[config.mk]
export PLATFORM = sky130hd
export DESIGN_NAME = extended_gcd_modular_inverse_flat
export DESIGN_NICKNAME = d
export VERILOG_FILES = /design/src/sv/egcd_pkg.sv /design/src/sv/egcd_ifs.sv /design/src/sv/egcd_div.sv /design/src/sv/egcd_ctrl.sv /design/src/sv/egcd_dpath.sv /design/src/sv/extended_gcd_modular_inverse.sv /design/src/flat_wrapper.sv
export SDC_FILE = /design/constraint.sdc
export NUM_CORES = 1
export LEC_CHECK = 0
export BUFFER_PORTS_ARGS = -buffer_cell sky130_fd_sc_hd__clkbuf_2
export CORE_MARGIN = 2
export CORE_UTILIZATION = 56
export CTS_CLUSTER_SIZE = 16
export DETAILED_ROUTE_END_ITERATION = 6
export PLACE_DENSITY = 0.77
export SYNTH_ARGS = -nofsm -noshare
export SYNTH_HDL_FRONTEND = slang
export SYNTH_HIERARCHICAL = 1
export SYNTH_SLANG_ARGS = --single-unit
[constraint.sdc]
create_clock -name clk -period 10.3 [get_ports clk]
set_input_delay 0 -clock clk [delete_from_list [all_inputs] [get_ports clk]]
set_output_delay 0 -clock clk [all_outputs]
set_load 0.02 [all_outputs]
[src/sv/egcd_pkg.sv]
// shared types for the extended gcd / modular inverse block
// no dependencies; used by the interfaces, controller, datapath and checker
package egcd_pkg;

    localparam int MOD_W = 31;

    typedef enum logic [2:0] {
        ST_IDLE,
        ST_PREP,
        ST_REDUCE,
        ST_CHECK,
        ST_ROUND,
        ST_INVERT,
        ST_EMIT
    } egcd_state_t;

    typedef enum logic [1:0] {
        DIV_ROUND,
        DIV_REDUCE,
        DIV_INVERT
    } egcd_div_sel_t;

    typedef struct packed {
        logic          load;
        logic          div_start;
        egcd_div_sel_t div_sel;
        logic          red_apply;
        logic          round_apply;
        logic          inv_apply;
        logic          emit;
    } egcd_cmd_t;

    typedef struct packed {
        logic need_reduce;
        logic r_new_zero;
        logic gcd_one;
        logic div_done;
        logic out_free;
    } egcd_stat_t;

endpackage

[src/sv/egcd_ifs.sv]
// valid/ready channel interfaces for request and result items
// depends on egcd_pkg
interface egcd_req_if import egcd_pkg::*; #(parameter int WIDTH = 32) ();
    logic                    valid;
    logic                    ready;
    logic signed [WIDTH-1:0] operand_value;
    logic [MOD_W-1:0]        modulus;

    modport source (output valid, output operand_value, output modulus, input ready);
    modport sink   (input valid, input operand_value, input modulus, output ready);
endinterface

interface egcd_rsp_if import egcd_pkg::*; #(parameter int WIDTH = 32) ();
    logic                    valid;
    logic                    ready;
    logic [MOD_W-1:0]        gcd_value;
    logic signed [WIDTH-1:0] coef_s;
    logic signed [WIDTH-1:0] coef_t;
    logic [MOD_W-1:0]        inverse;
    logic                    has_inverse;

    modport source (output valid, output gcd_value, output coef_s, output coef_t,
                    output inverse, output has_inverse, input ready);
    modport sink   (input valid, input gcd_value, input coef_s, input coef_t,
                    input inverse, input has_inverse, output ready);
endinterface

[src/sv/egcd_div.sv]
// radix-2 restoring divider, one quotient bit per cycle, msb first
// quotient bits also drive two shift-add accumulators giving q*mul_a and q*mul_b
module egcd_div #(
    parameter int RW = 31,
    parameter int DW = 32,
    parameter int CW = 33
) (
    input  logic          clk,
    input  logic          rst_n,
    input  logic          start,
    input  logic [DW-1:0] dividend,
    input  logic [RW-1:0] divisor,
    input  logic [CW-1:0] mul_a,
    input  logic [CW-1:0] mul_b,
    output logic          done,
    output logic [RW-1:0] rem,
    output logic [CW-1:0] prod_a,
    output logic [CW-1:0] prod_b
);
    localparam int CNT_W = $clog2(DW + 1);

    logic             busy_reg, busy_next;
    logic             done_reg, done_next;
    logic [CNT_W-1:0] cnt_reg, cnt_next;
    logic [DW-1:0]    dvd_reg;
    logic [RW-1:0]    rem_reg, dsr_reg;
    logic [CW-1:0]    mul_a_reg, mul_b_reg, acc_a_reg, acc_b_reg;

    logic [RW:0]      shifted, diff;
    logic             qbit;
    logic [RW-1:0]    rem_step;
    logic [CW-1:0]    acc_a_step, acc_b_step;

    always_comb
    begin
        shifted    = {rem_reg, dvd_reg[DW-1]};
        diff       = shifted - {1'b0, dsr_reg};
        qbit       = (shifted >= {1'b0, dsr_reg});
        rem_step   = qbit ? diff[RW-1:0] : shifted[RW-1:0];
        acc_a_step = {acc_a_reg[CW-2:0], 1'b0} + (qbit ? mul_a_reg : '0);
        acc_b_step = {acc_b_reg[CW-2:0], 1'b0} + (qbit ? mul_b_reg : '0);
    end

    always_comb
    begin
        busy_next = busy_reg;
        done_next = 1'b0;
        cnt_next  = cnt_reg;
        if (start)
        begin
            busy_next = 1'b1;
            cnt_next  = CNT_W'(DW);
        end
        else if (busy_reg)
        begin
            cnt_next = cnt_reg - 1'b1;
            if (cnt_reg == CNT_W'(1))
            begin
                busy_next = 1'b0;
                done_next = 1'b1;
            end
        end
    end

    always_ff @(posedge clk or negedge rst_n)
    begin
        if (!rst_n)
        begin
            busy_reg <= 1'b0;
            done_reg <= 1'b0;
            cnt_reg  <= '0;
        end
        else
        begin
            busy_reg <= busy_next;
            done_reg <= done_next;
            cnt_reg  <= cnt_next;
        end
    end

    always_ff @(posedge clk)
    begin
        if (start)
        begin
            dvd_reg   <= dividend;
            dsr_reg   <= divisor;
            rem_reg   <= '0;
            mul_a_reg <= mul_a;
            mul_b_reg <= mul_b;
            acc_a_reg <= '0;
            acc_b_reg <= '0;
        end
        else if (busy_reg)
        begin
            dvd_reg   <= {dvd_reg[DW-2:0], 1'b0};
            rem_reg   <= rem_step;
            acc_a_reg <= acc_a_step;
            acc_b_reg <= acc_b_step;
        end
    end

    assign done   = done_reg;
    assign rem    = rem_reg;
    assign prod_a = acc_a_reg;
    assign prod_b = acc_b_reg;
endmodule

[src/sv/egcd_ctrl.sv]
// sequencing state machine for the extended gcd block
// depends on egcd_pkg; drives egcd_dpath through egcd_cmd_t
module egcd_ctrl import egcd_pkg::*; (
    input  logic       clk,
    input  logic       rst_n,
    input  logic       req_valid,
    output logic       req_ready,
    input  egcd_stat_t stat,
    output egcd_cmd_t  cmd
);
    egcd_state_t state_reg, state_next;

    always_ff @(posedge clk or negedge rst_n)
    begin
        if (!rst_n)
            state_reg <= ST_IDLE;
        else
            state_reg <= state_next;
    end

    always_comb
    begin
        state_next = state_reg;
        unique case (state_reg)
            ST_IDLE:
                if (req_valid)
                    state_next = ST_PREP;
            ST_PREP:
                state_next = stat.need_reduce ? ST_REDUCE : ST_CHECK;
            ST_REDUCE:
                if (stat.div_done)
                    state_next = ST_CHECK;
            ST_CHECK:
                priority if (!stat.r_new_zero)
                    state_next = ST_ROUND;
                else if (stat.gcd_one)
                    state_next = ST_INVERT;
                else
                    state_next = ST_EMIT;
            ST_ROUND:
                if (stat.div_done)
                    state_next = ST_CHECK;
            ST_INVERT:
                if (stat.div_done)
                    state_next = ST_EMIT;
            ST_EMIT:
                if (stat.out_free)
                    state_next = ST_IDLE;
            default:
                state_next = ST_IDLE;
        endcase
    end

    always_comb
    begin
        req_ready       = 1'b0;
        cmd             = '0;
        cmd.div_sel     = DIV_ROUND;
        unique case (state_reg)
            ST_IDLE:
            begin
                req_ready = 1'b1;
                cmd.load  = req_valid;
            end
            ST_PREP:
            begin
                cmd.div_start = stat.need_reduce;
                cmd.div_sel   = DIV_REDUCE;
            end
            ST_REDUCE:
                cmd.red_apply = stat.div_done;
            ST_CHECK:
            begin
                cmd.div_start = !stat.r_new_zero || stat.gcd_one;
                cmd.div_sel   = stat.r_new_zero ? DIV_INVERT : DIV_ROUND;
            end
            ST_ROUND:
                cmd.round_apply = stat.div_done;
            ST_INVERT:
                cmd.inv_apply = stat.div_done;
            ST_EMIT:
                cmd.emit = stat.out_free;
            default:
                req_ready = 1'b0;
        endcase
    end
endmodule

[src/sv/egcd_dpath.sv]
// remainder and coefficient registers, operand muxing and result register
// depends on egcd_pkg and egcd_div; commanded by egcd_ctrl
module egcd_dpath import egcd_pkg::*; #(
    parameter int WIDTH = 32
) (
    input  logic                    clk,
    input  logic                    rst_n,
    input  egcd_cmd_t               cmd,
    output egcd_stat_t              stat,
    input  logic signed [WIDTH-1:0] operand_value,
    input  logic [MOD_W-1:0]        modulus,
    output logic                    rsp_valid,
    input  logic                    rsp_ready,
    output logic [MOD_W-1:0]        gcd_value,
    output logic signed [WIDTH-1:0] coef_s,
    output logic signed [WIDTH-1:0] coef_t,
    output logic [MOD_W-1:0]        inverse,
    output logic                    has_inverse
);
    // remainders fit the wider of a non-negative operand and the modulus
    localparam int RW = (WIDTH - 1 > MOD_W) ? WIDTH - 1 : MOD_W;
    localparam int DW = RW + 1;
    localparam int CW = RW + 2;

    logic [WIDTH-1:0] opnd_reg;
    logic             neg_reg;
    logic [RW-1:0]    m_reg, r_old_reg, r_new_reg, inv_reg;
    logic [CW-1:0]    s_old_reg, s_new_reg, t_old_reg, t_new_reg;
    logic             out_valid_reg, out_valid_next;

    logic             in_zero, in_neg;
    logic [WIDTH-1:0] mag;
    logic [CW-1:0]    s_mag;
    logic [DW-1:0]    div_dividend;
    logic [RW-1:0]    div_divisor;
    logic             div_done;
    logic [RW-1:0]    div_rem;
    logic [CW-1:0]    prod_s, prod_t;
    logic [RW-1:0]    rem_wrapped;

    assign in_zero     = (modulus == '0);
    assign in_neg      = operand_value[WIDTH-1];
    assign mag         = -opnd_reg;
    assign s_mag       = s_old_reg[CW-1] ? -s_old_reg : s_old_reg;
    assign rem_wrapped = (div_rem == '0) ? '0 : m_reg - div_rem;

    always_comb
    begin
        unique case (cmd.div_sel)
            DIV_REDUCE:
            begin
                div_dividend = DW'(mag);
                div_divisor  = m_reg;
            end
            DIV_INVERT:
            begin
                div_dividend = s_mag[DW-1:0];
                div_divisor  = m_reg;
            end
            default:
            begin
                div_dividend = DW'(r_old_reg);
                div_divisor  = r_new_reg;
            end
        endcase
    end

    egcd_div #(
        .RW(RW),
        .DW(DW),
        .CW(CW)
    ) u_div (
        .clk      (clk),
        .rst_n    (rst_n),
        .start    (cmd.div_start),
        .dividend (div_dividend),
        .divisor  (div_divisor),
        .mul_a    (s_new_reg),
        .mul_b    (t_new_reg),
        .done     (div_done),
        .rem      (div_rem),
        .prod_a   (prod_s),
        .prod_b   (prod_t)
    );

    always_ff @(posedge clk)
    begin
        if (cmd.load)
        begin
            opnd_reg  <= operand_value;
            neg_reg   <= in_neg;
            m_reg     <= RW'(modulus);
            r_old_reg <= (in_zero || in_neg) ? '0 : RW'(operand_value[WIDTH-2:0]);
            r_new_reg <= RW'(modulus);
            s_old_reg <= in_zero ? '0 : CW'(1);
            s_new_reg <= '0;
            t_old_reg <= '0;
            t_new_reg <= CW'(1);
            inv_reg   <= '0;
        end
        else if (cmd.red_apply)
        begin
            r_old_reg <= rem_wrapped;
        end
        else if (cmd.round_apply)
        begin
            r_old_reg <= r_new_reg;
            r_new_reg <= div_rem;
            s_old_reg <= s_new_reg;
            s_new_reg <= s_old_reg - prod_s;
            t_old_reg <= t_new_reg;
            t_new_reg <= t_old_reg - prod_t;
        end
        else if (cmd.inv_apply)
        begin
            inv_reg <= s_old_reg[CW-1] ? rem_wrapped : div_rem;
        end
    end

    // result register, free when empty or being drained this cycle
    always_comb
    begin
        out_valid_next = out_valid_reg;
        if (cmd.emit)
            out_valid_next = 1'b1;
        else if (rsp_ready)
            out_valid_next = 1'b0;
    end

    always_ff @(posedge clk or negedge rst_n)
    begin
        if (!rst_n)
            out_valid_reg <= 1'b0;
        else
            out_valid_reg <= out_valid_next;
    end

    always_ff @(posedge clk)
    begin
        if (cmd.emit)
        begin
            gcd_value   <= r_old_reg[MOD_W-1:0];
            coef_s      <= s_old_reg[WIDTH-1:0];
            coef_t      <= t_old_reg[WIDTH-1:0];
            inverse     <= inv_reg[MOD_W-1:0];
            has_inverse <= (r_old_reg == RW'(1));
        end
    end

    assign rsp_valid        = out_valid_reg;
    assign stat.need_reduce = neg_reg && (m_reg != '0);
    assign stat.r_new_zero  = (r_new_reg == '0);
    assign stat.gcd_one     = (r_old_reg == RW'(1));
    assign stat.div_done    = div_done;
    assign stat.out_free    = !out_valid_reg || rsp_ready;
endmodule

[src/sv/extended_gcd_modular_inverse.sv]
// top level of the extended gcd / modular inverse block
// depends on egcd_pkg, egcd_ifs, egcd_ctrl, egcd_dpath (and egcd_div below it)
//
// channel | dir | payload
// --------+-----+--------------------------------------------------------
// req     | in  | operand_value (WIDTH, signed), modulus (31)
// rsp     | out | gcd_value (31), coef_s, coef_t (WIDTH, signed),
//         |     | inverse (31), has_inverse (1)
//
// one item is in work at a time; the shared divider makes one quotient bit per
// cycle over DW = max(WIDTH, 32) bits in each Euclid round
// a negative operand with a nonzero modulus adds a reduction divide, and a gcd
// of one adds an inverse divide
// reset clears the controller, the divider's counter and busy/done flags, and the result valid flag only
// a waiting result does not block the next item until that item's own result is due
module extended_gcd_modular_inverse import egcd_pkg::*; #(
    parameter int WIDTH = 32
) (
    input  logic       clk,
    input  logic       rst_n,
    egcd_req_if.sink   req,
    egcd_rsp_if.source rsp
);
    egcd_cmd_t  cmd;
    egcd_stat_t stat;

    // sequencing: idle, optional reduction, rounds, optional inverse fixup, emit
    egcd_ctrl u_ctrl (
        .clk       (clk),
        .rst_n     (rst_n),
        .req_valid (req.valid),
        .req_ready (req.ready),
        .stat      (stat),
        .cmd       (cmd)
    );

    // remainders, Bezout coefficients, shared divider and result register
    egcd_dpath #(
        .WIDTH(WIDTH)
    ) u_dpath (
        .clk           (clk),
        .rst_n         (rst_n),
        .cmd           (cmd),
        .stat          (stat),
        .operand_value (req.operand_value),
        .modulus       (req.modulus),
        .rsp_valid     (rsp.valid),
        .rsp_ready     (rsp.ready),
        .gcd_value     (rsp.gcd_value),
        .coef_s        (rsp.coef_s),
        .coef_t        (rsp.coef_t),
        .inverse       (rsp.inverse),
        .has_inverse   (rsp.has_inverse)
    );
endmodule

[src/flat_wrapper.sv]
// flat-port wrapper written by rule: the top's interface ports become plain ports
module extended_gcd_modular_inverse_flat import egcd_pkg::*;
#(
    parameter int WIDTH = 32
)
  (clk, rst_n, req_valid, req_operand_value, req_modulus, req_ready, rsp_valid, rsp_gcd_value, rsp_coef_s, rsp_coef_t, rsp_inverse, rsp_has_inverse, rsp_ready);
  egcd_req_if #(.WIDTH(WIDTH)) req_i ();
  egcd_rsp_if #(.WIDTH(WIDTH)) rsp_i ();
  input  logic clk;
  input  logic rst_n;
  input wire logic [$bits(req_i.valid)-1:0] req_valid;
  input wire logic [$bits(req_i.operand_value)-1:0] req_operand_value;
  input wire logic [$bits(req_i.modulus)-1:0] req_modulus;
  output wire logic [$bits(req_i.ready)-1:0] req_ready;
  output wire logic [$bits(rsp_i.valid)-1:0] rsp_valid;
  output wire logic [$bits(rsp_i.gcd_value)-1:0] rsp_gcd_value;
  output wire logic [$bits(rsp_i.coef_s)-1:0] rsp_coef_s;
  output wire logic [$bits(rsp_i.coef_t)-1:0] rsp_coef_t;
  output wire logic [$bits(rsp_i.inverse)-1:0] rsp_inverse;
  output wire logic [$bits(rsp_i.has_inverse)-1:0] rsp_has_inverse;
  input wire logic [$bits(rsp_i.ready)-1:0] rsp_ready;
  assign req_i.valid = req_valid;
  assign req_i.operand_value = req_operand_value;
  assign req_i.modulus = req_modulus;
  assign req_ready = req_i.ready;
  assign rsp_valid = rsp_i.valid;
  assign rsp_gcd_value = rsp_i.gcd_value;
  assign rsp_coef_s = rsp_i.coef_s;
  assign rsp_coef_t = rsp_i.coef_t;
  assign rsp_inverse = rsp_i.inverse;
  assign rsp_has_inverse = rsp_i.has_inverse;
  assign rsp_i.ready = rsp_ready;
  extended_gcd_modular_inverse #(.WIDTH(WIDTH)) u_core (.clk(clk), .rst_n(rst_n), .req(req_i), .rsp(rsp_i));
endmodule
==> results of run 1 <==
-- per-stage QoR --
stage | hold WS [ns] | area, um^2 | worst slack, ns
after detailed placement | -0.0542 | 36800 | 4.71
after floorplan | -0.296 | 35100 | 0.642
after global routing | 0.139 | 39900 | 4.28
after CTS | 0.124 | 39900 | 4.65
final | 0.138 | 39900 | 4.60
after global placement | -0.0569 | 36800 | 4.83
-- what timing repair did --
item,CTS,global route
hold buffers,67,0
endpoints found under the setup margin,0,0
hold endpoints to repair,139,0
-- path summary, 6_finish.rpt --
check / startpoint / end / slack [ns] / cells past startpoint
max reg2reg: u_core/u_dpath/u_div/rem[16] / u_core/u_dpath/u_div/prod_b[31] / 4.60 / 20
min: req_operand_value[22] / u_core/u_dpath/opnd_reg[22] / 0.14 / 2
max: u_core/u_dpath/u_div/rem[16] / u_core/u_dpath/u_div/prod_b[31] / 4.60 / 20
min reg2reg: u_core/u_dpath/inv_reg[23] / u_core/u_dpath/inverse[23] / 0.43 / 0
max in group asynchronous: rst_n / u_core/u_dpath/u_div/busy_reg / 9.16 / 3
min in group asynchronous: rst_n / u_core/u_dpath/u_div/cnt_reg[0] / 0.57 / 3
-- routing by layer --
layer  up-vias  wire, um
met5         -        34
met3       182      9590
met4         6      2720
met2      1279     44100
li1      13200         -
met1     13400     42800
-- cell type report --
class | count | share of cell area [%]
clock buffers | 96 | 5.05
inverters | 186 | 1.75
diodes | 2 | 0.0125
well taps | 837 | 2.62
repair buffers | 292 | 4.69
clock inverters | 35 | 0.975
flip-flops and latches | 649 | 43.1
multi-input cells | 2513 | 41.8
-- worst register-to-register path, stage by stage, from the launching register on --
cell,delay [ns]
dfxtp_1,0.49
ha_1,0.36
a211oi_1,0.29
o21bai_1,0.13
a211oi_1,0.25
o21ai_0,0.16
a22oi_1,0.40
nand3_4,0.29
buf_4,0.42
and2_1,0.31
ha_1,0.21
fa_1,0.44
a211o_1,0.32
o211ai_1,0.14
a211oi_1,0.16
o21ba_2,0.24
o21ai_1,0.27
o21ai_0,0.21
a31oi_1,0.25
xor2_1,0.17
o21ai_1,0.06
-- power groups by stage --
stage | clock network [mW] | logic (mW) | registers [mW]
4_1_cts | 2.66 | 6.39 | 4.23
2_1_floorplan | 0 | 4.84 | 4.14
3_3_place_gp | 0 | 6.23 | 4.27
5_1_grt | 2.75 | 7.13 | 4.32
3_5_place_dp | 0 | 6.30 | 4.28
6_report | 2.62 | 6.51 | 4.26
==> results.sh, run 1 <==
export IMPL_antenna_left=0
export IMPL_p_int_mw=7.79
export IMPL_fill_cells=4939
export IMPL_syn_cell_area_um2=35100
export IMPL_fin_setup_tns_ns=0
export IMPL_setup_violations=0
export IMPL_finalPower_mw=13.4
export IMPL_cp_required_ns=10.77
export IMPL_synth_warnings=6
export IMPL_dr_first_iter_drc_count=3068
export IMPL_skew_ns=0.0299
export IMPL_die_area_um2=64700
export IMPL_pin_count=196
export IMPL_final_common_cell="nand2_1"
export IMPL_grt_max_degree=97
export IMPL_grt_util_met2_pct=46.5
export IMPL_p_switching_mw=5.61
export IMPL_crit_path_cell_trace="ha_1 -> a211oi_1 -> o21bai_1 -> a211oi_1 -> o21ai_0 -> a22oi_1 -> nand3_4 -> buf_4 -> and2_1 -> ha_1 -> fa_1 -> a211o_1 -> o211ai_1 -> a211oi_1 -> o21ba_2 -> o21ai_1 -> o21ai_0 -> a31oi_1 -> xor2_1 -> o21ai_1"
export IMPL_drive_above_1_share_pct=12.1
export IMPL_max_stage_delay_ns=0.49
export IMPL_hp_class="in -> reg"
export IMPL_final_util_pct=64.6
export IMPL_grt_usage_pct=30.2
export IMPL_viasPerCell=6.10
export IMPL_antenna_found_initial=5
export IMPL_rsz0062_at_grt="false"
export IMPL_critical_path_top_delay_family="compound AO/OA/AOI/OAI gates"
export IMPL_cts_root_buffer="clkbuf_16"
export IMPL_nets=3979
export IMPL_clock_sinks=649
export IMPL_finalHoldViolations=0
export IMPL_fin_crit_ns=5.70
export IMPL_drc=0
export IMPL_vias=28100
export IMPL_start_util_pct=56.8
export IMPL_irDropWorstVdd_uv=212
export IMPL_syn_inst=3494
export IMPL_maxSlewHeadroom_pct=18.6
export IMPL_final_cells=4610
export IMPL_rows=91
export IMPL_grt_pass1_wl_um=151000
export IMPL_path_common_cell="a211oi_1"
export IMPL_die_x_um=254
export IMPL_combPwrFrac_pct=48.6
export IMPL_core_area_um2=61800
export IMPL_final_cell_mix="nand2_1 (417), edfxtp_1 (413), a21oi_1 (248)"
export IMPL_grt_remaining_overflow=0
export IMPL_synth_fp_nets=3760
export IMPL_met1_usage_pct=43.6
export IMPL_grt_pass1_vias=26100
export IMPL_firstDrtPassIters=6
export IMPL_clk_insertion_delay_late_ns=0.62
export IMPL_clkPwrFrac_pct=19.6
export IMPL_portBuffers=195
export IMPL_avgSynthCellArea_um2=10.0
export IMPL_dp_cells=4410
export IMPL_wl_per_cell_um=21.5
export IMPL_crit_type="reg -> reg"
export IMPL_crit_fanout=75
export IMPL_use_met3_pct=4.94
export IMPL_p_sw_share_pct=41.9
export IMPL_cp_slowest_cell="dfxtp_1"
export IMPL_crit_buf_inv=1
export IMPL_leakagePower_nw=15.9
export IMPL_grt_busiest_layer="met2"
export IMPL_p_seq_share_pct=31.8
export IMPL_ctsResizeCount=0
export IMPL_area_growth_pct=13.7
export IMPL_arrival_ns=6.17
export IMPL_multi_input_area_um2=16700
export IMPL_min_period_over_period_pct=55.3
export IMPL_crit_path_end_kind="flip-flop"
export IMPL_slew_violations=0
export IMPL_totalWireLength_um=99200
export IMPL_h_tree_depth=3
export IMPL_cts_setup_buffers=0
export IMPL_drv_cap=0
export IMPL_clkTransAtPathRegs_ns=0.06
export IMPL_place_congestion=0.994
export IMPL_max_freq_mhz=175
export IMPL_die_h_um=254
export IMPL_tritoncts="built"
export IMPL_cts_made_buffers=71
export IMPL_clock_path_buffers=3
export IMPL_powerDensity_nw_per_um2=336
export IMPL_seq_area_um2=17200
export IMPL_dp_hpwl_um=70500
export IMPL_start_kind="flip-flop"
export IMPL_worst_pin_slew_ns=1.22
export IMPL_outcome="finished clean"
Power figures use the tool's default switching activity.
==> inputs of run 2 (changes only) <==
--- a/config.mk
+++ b/config.mk
@@ -5,12 +5,13 @@
 export SDC_FILE = /design/constraint.sdc
 export NUM_CORES = 1
 export LEC_CHECK = 0
+export ABC_AREA = 1
 export BUFFER_PORTS_ARGS = -buffer_cell sky130_fd_sc_hd__clkbuf_2
 export CORE_MARGIN = 2
-export CORE_UTILIZATION = 56
+export CORE_UTILIZATION = 57
 export CTS_CLUSTER_SIZE = 16
 export DETAILED_ROUTE_END_ITERATION = 6
-export PLACE_DENSITY = 0.77
+export PLACE_DENSITY = 0.78
 export SYNTH_ARGS = -nofsm -noshare
 export SYNTH_HDL_FRONTEND = slang
 export SYNTH_HIERARCHICAL = 1
==> constraint.sdc (replaced) <==
create_clock -name clk -period 5 [get_ports clk]
set_input_delay 0 -clock clk [delete_from_list [all_inputs] [get_ports clk]]
set_output_delay 0 -clock clk [all_outputs]
set_load 0.02 [all_outputs]
==> run 2 against run 1 <==
Compared with the run above: the flow now finishes with violations (design-rule violations); flip-flop and latch count stayed put; clock skew is 0.0023 ns higher; via count is 27% higher; wire length is 29% higher; critical path depth is 6 higher; combinational power grew to 2.5 times the previous value; area after synthesis is 10% higher; largest cell class is now multi-input combinational cells.
==> results.sh, run 2 <==
export IMPL_outcome="finished with violations"
export IMPL_violations="design-rule violations"
export IMPL_dp_hpwl_um=96600
export IMPL_worst_pin_slew_ns=1.08
export IMPL_drc=1
export IMPL_synth_warnings=6
export IMPL_area_growth_pct=12.8
export IMPL_crit_fanout=30
export IMPL_max_freq_mhz=228
export IMPL_p_sw_share_pct=48.1
export IMPL_leakagePower_nw=19.7
export IMPL_die_area_um2=70000
export IMPL_setup_violations=0
export IMPL_clock_sinks=649
export IMPL_cts_root_buffer="clkbuf_16"
export IMPL_syn_inst=5060
export IMPL_slew_violations=0
export IMPL_synth_fp_nets=5326
export IMPL_skew_ns=0.0322
export IMPL_p_int_mw=16.0
export IMPL_rows=95
export IMPL_clkPwrFrac_pct=17.8
export IMPL_p_switching_mw=14.8
export IMPL_wl_per_cell_um=20.5
export IMPL_grt_usage_pct=35.8
export IMPL_grt_busiest_layer="met2"
export IMPL_fill_cells=5895
export IMPL_firstDrtPassIters=7
export IMPL_pin_count=196
export IMPL_crit_path_end_kind="flip-flop"
export IMPL_final_cells=6228
export IMPL_drive_above_1_share_pct=8.85
export IMPL_clk_insertion_delay_late_ns=0.63
export IMPL_cp_endpoint="u_core/u_dpath/u_div/prod_b[23]"
export IMPL_rsz0062_at_grt="false"
export IMPL_crit_type="reg -> reg"
export IMPL_portBuffers=195
export IMPL_maxSlewHeadroom_pct=28.3
export IMPL_grt_remaining_overflow=0
export IMPL_die_h_um=264
export IMPL_seq_area_um2=17200
export IMPL_powerDensity_nw_per_um2=707
export IMPL_use_met3_pct=6.77
export IMPL_viasPerCell=5.75
export IMPL_grt_pass1_vias=32900
export IMPL_place_congestion=1.02
export IMPL_fin_setup_tns_ns=0
export IMPL_clkTransAtPathRegs_ns=0.06
export IMPL_tritoncts="built"
export IMPL_hp_class="in -> reg"
export IMPL_rrSetupSlack_ns=0.62
export IMPL_clock_path_buffers=3
export IMPL_syn_cell_area_um2=38700
export IMPL_crit_path_start="u_core/u_dpath/u_div/dvd_reg[31]"
export IMPL_grt_util_met2_pct=55.5
export IMPL_nets=5561
export IMPL_arrival_ns=4.88
export IMPL_dr_first_iter_drc_count=3969
export IMPL_cp_required_ns=5.50
export IMPL_h_tree_depth=3
export IMPL_antenna_left=0
export IMPL_antenna_found_initial=5
export IMPL_fin_crit_ns=4.38
export IMPL_die_x_um=264
export IMPL_core_area_um2=67200
export IMPL_totalWireLength_um=128000
export IMPL_start_util_pct=57.6
export IMPL_dp_cells=6029
export IMPL_final_common_cell="nand2_1"
export IMPL_min_period_over_period_pct=87.5
export IMPL_grt_pass1_wl_um=193000
export IMPL_start_kind="flip-flop"
export IMPL_finalHoldViolations=0
export IMPL_r2r_end="u_core/u_dpath/u_div/prod_b[23]"
export IMPL_multi_input_area_um2=18200
export IMPL_reg2regPathDepth=26
export IMPL_vias=35800
export IMPL_finalPower_mw=30.8
export IMPL_irDropWorstVdd_uv=397
export IMPL_final_cell_mix="nand2_1 (1,269), inv_1 (714), nor2_1 (523)"
export IMPL_p_seq_share_pct=28.5
export IMPL_combPwrFrac_pct=53.8
export IMPL_avgSynthCellArea_um2=7.64
export IMPL_reg2reg_from="u_core/u_dpath/u_div/dvd_reg[31]"
export IMPL_met1_usage_pct=49.9
export IMPL_drv_cap=0
export IMPL_cts_made_buffers=70
export IMPL_grt_max_degree=147
## run 2: worst min path at each step
| stage | cells past startpoint | end | start |
|---|---|---|---|
| final | 2 | u_core/u_dpath/opnd_reg[21] | req_operand_value[21] |
| after global routing | 2 | u_core/u_dpath/opnd_reg[21] | req_operand_value[21] |
| after CTS | 2 | u_core/u_dpath/opnd_reg[21] | req_operand_value[21] |
| after detailed placement | 1 | u_core/u_dpath/rsp_valid | rst_n |
| after global placement | 1 | u_core/u_dpath/rsp_valid | rst_n |
| after floorplan | 0 | u_core/u_ctrl/state_reg[0] | rst_n |
## run 2: layout make-up
class / count / share of cell area, %
Sequential cell: 649 / 39.4
Tap cell: 873 / 2.50
Multi-Input combinational cell: 3539 / 41.7
Inverter: 736 / 6.34
Clock inverter: 35 / 0.932
Timing Repair Buffer: 299 / 4.53
Clock buffer: 95 / 4.59
Antenna cell: 2 / 0.0115
## run 2: power by group through the flow
| stage | combinational (mW) | sequential [mW] | clock (mW) |
|---|---|---|---|
| 5_1_grt | 18.4 | 8.90 | 5.72 |
| 2_1_floorplan | 11.7 | 8.42 | 0 |
| 4_1_cts | 16.2 | 8.74 | 5.52 |
| 3_5_place_dp | 16.0 | 8.84 | 0 |
| 3_3_place_gp | 15.9 | 8.81 | 0 |
| 6_report | 16.6 | 8.78 | 5.48 |
## run 2: timing repair
action	4_1_cts	5_1_grt
gates resized for setup	0	0
hold buffers	67	0
endpoints found under the setup margin	0	0
endpoints found under the hold margin	149	0
setup buffers	0	0
## run 2: per-stage QoR
stage	utilization [%]	hold WS (ns)	cell area, um^2	worst slack, ns
global route	64.9	0.124	43600	0.247
finish	64.9	0.128	43600	0.623
global placement	60.4	-0.0471	40500	0.795
detailed placement	60.4	-0.0500	40500	0.687
floorplan	-	-0.296	38700	0.550
CTS	64.9	0.0957	43600	0.671
## run 2: worst max-delay path, stage by stage (launching register included)
cell      delay (ns)
edfxtp_1        0.39
inv_1           0.07
ha_1            0.25
fa_1            0.24
inv_1           0.05
nand3_1         0.06
nand2_1         0.10
nand2_1         0.09
nand2_2         0.09
nand2_1         0.10
nand3_1         0.07
nand2_1         0.08
nand2_2         0.09
inv_2           0.33
buf_4           0.41
nor2_1          0.08
ha_1            0.34
a21oi_1         0.13
o21ai_1         0.11
a21boi_0        0.48
o21ai_2         0.20
nand2_1         0.09
nand2_1         0.10
nand2_1         0.10
nand3_1         0.07
nand3_1         0.08
nand2_1         0.05
## run 2: layer usage
layer / share of wire (%) / vias to the layer above
met5: 0.010 / -
met4: 4.0 / 2
met3: 9.5 / 287
met2: 44 / 1731
met1: 43 / 16600
li1: - / 17200
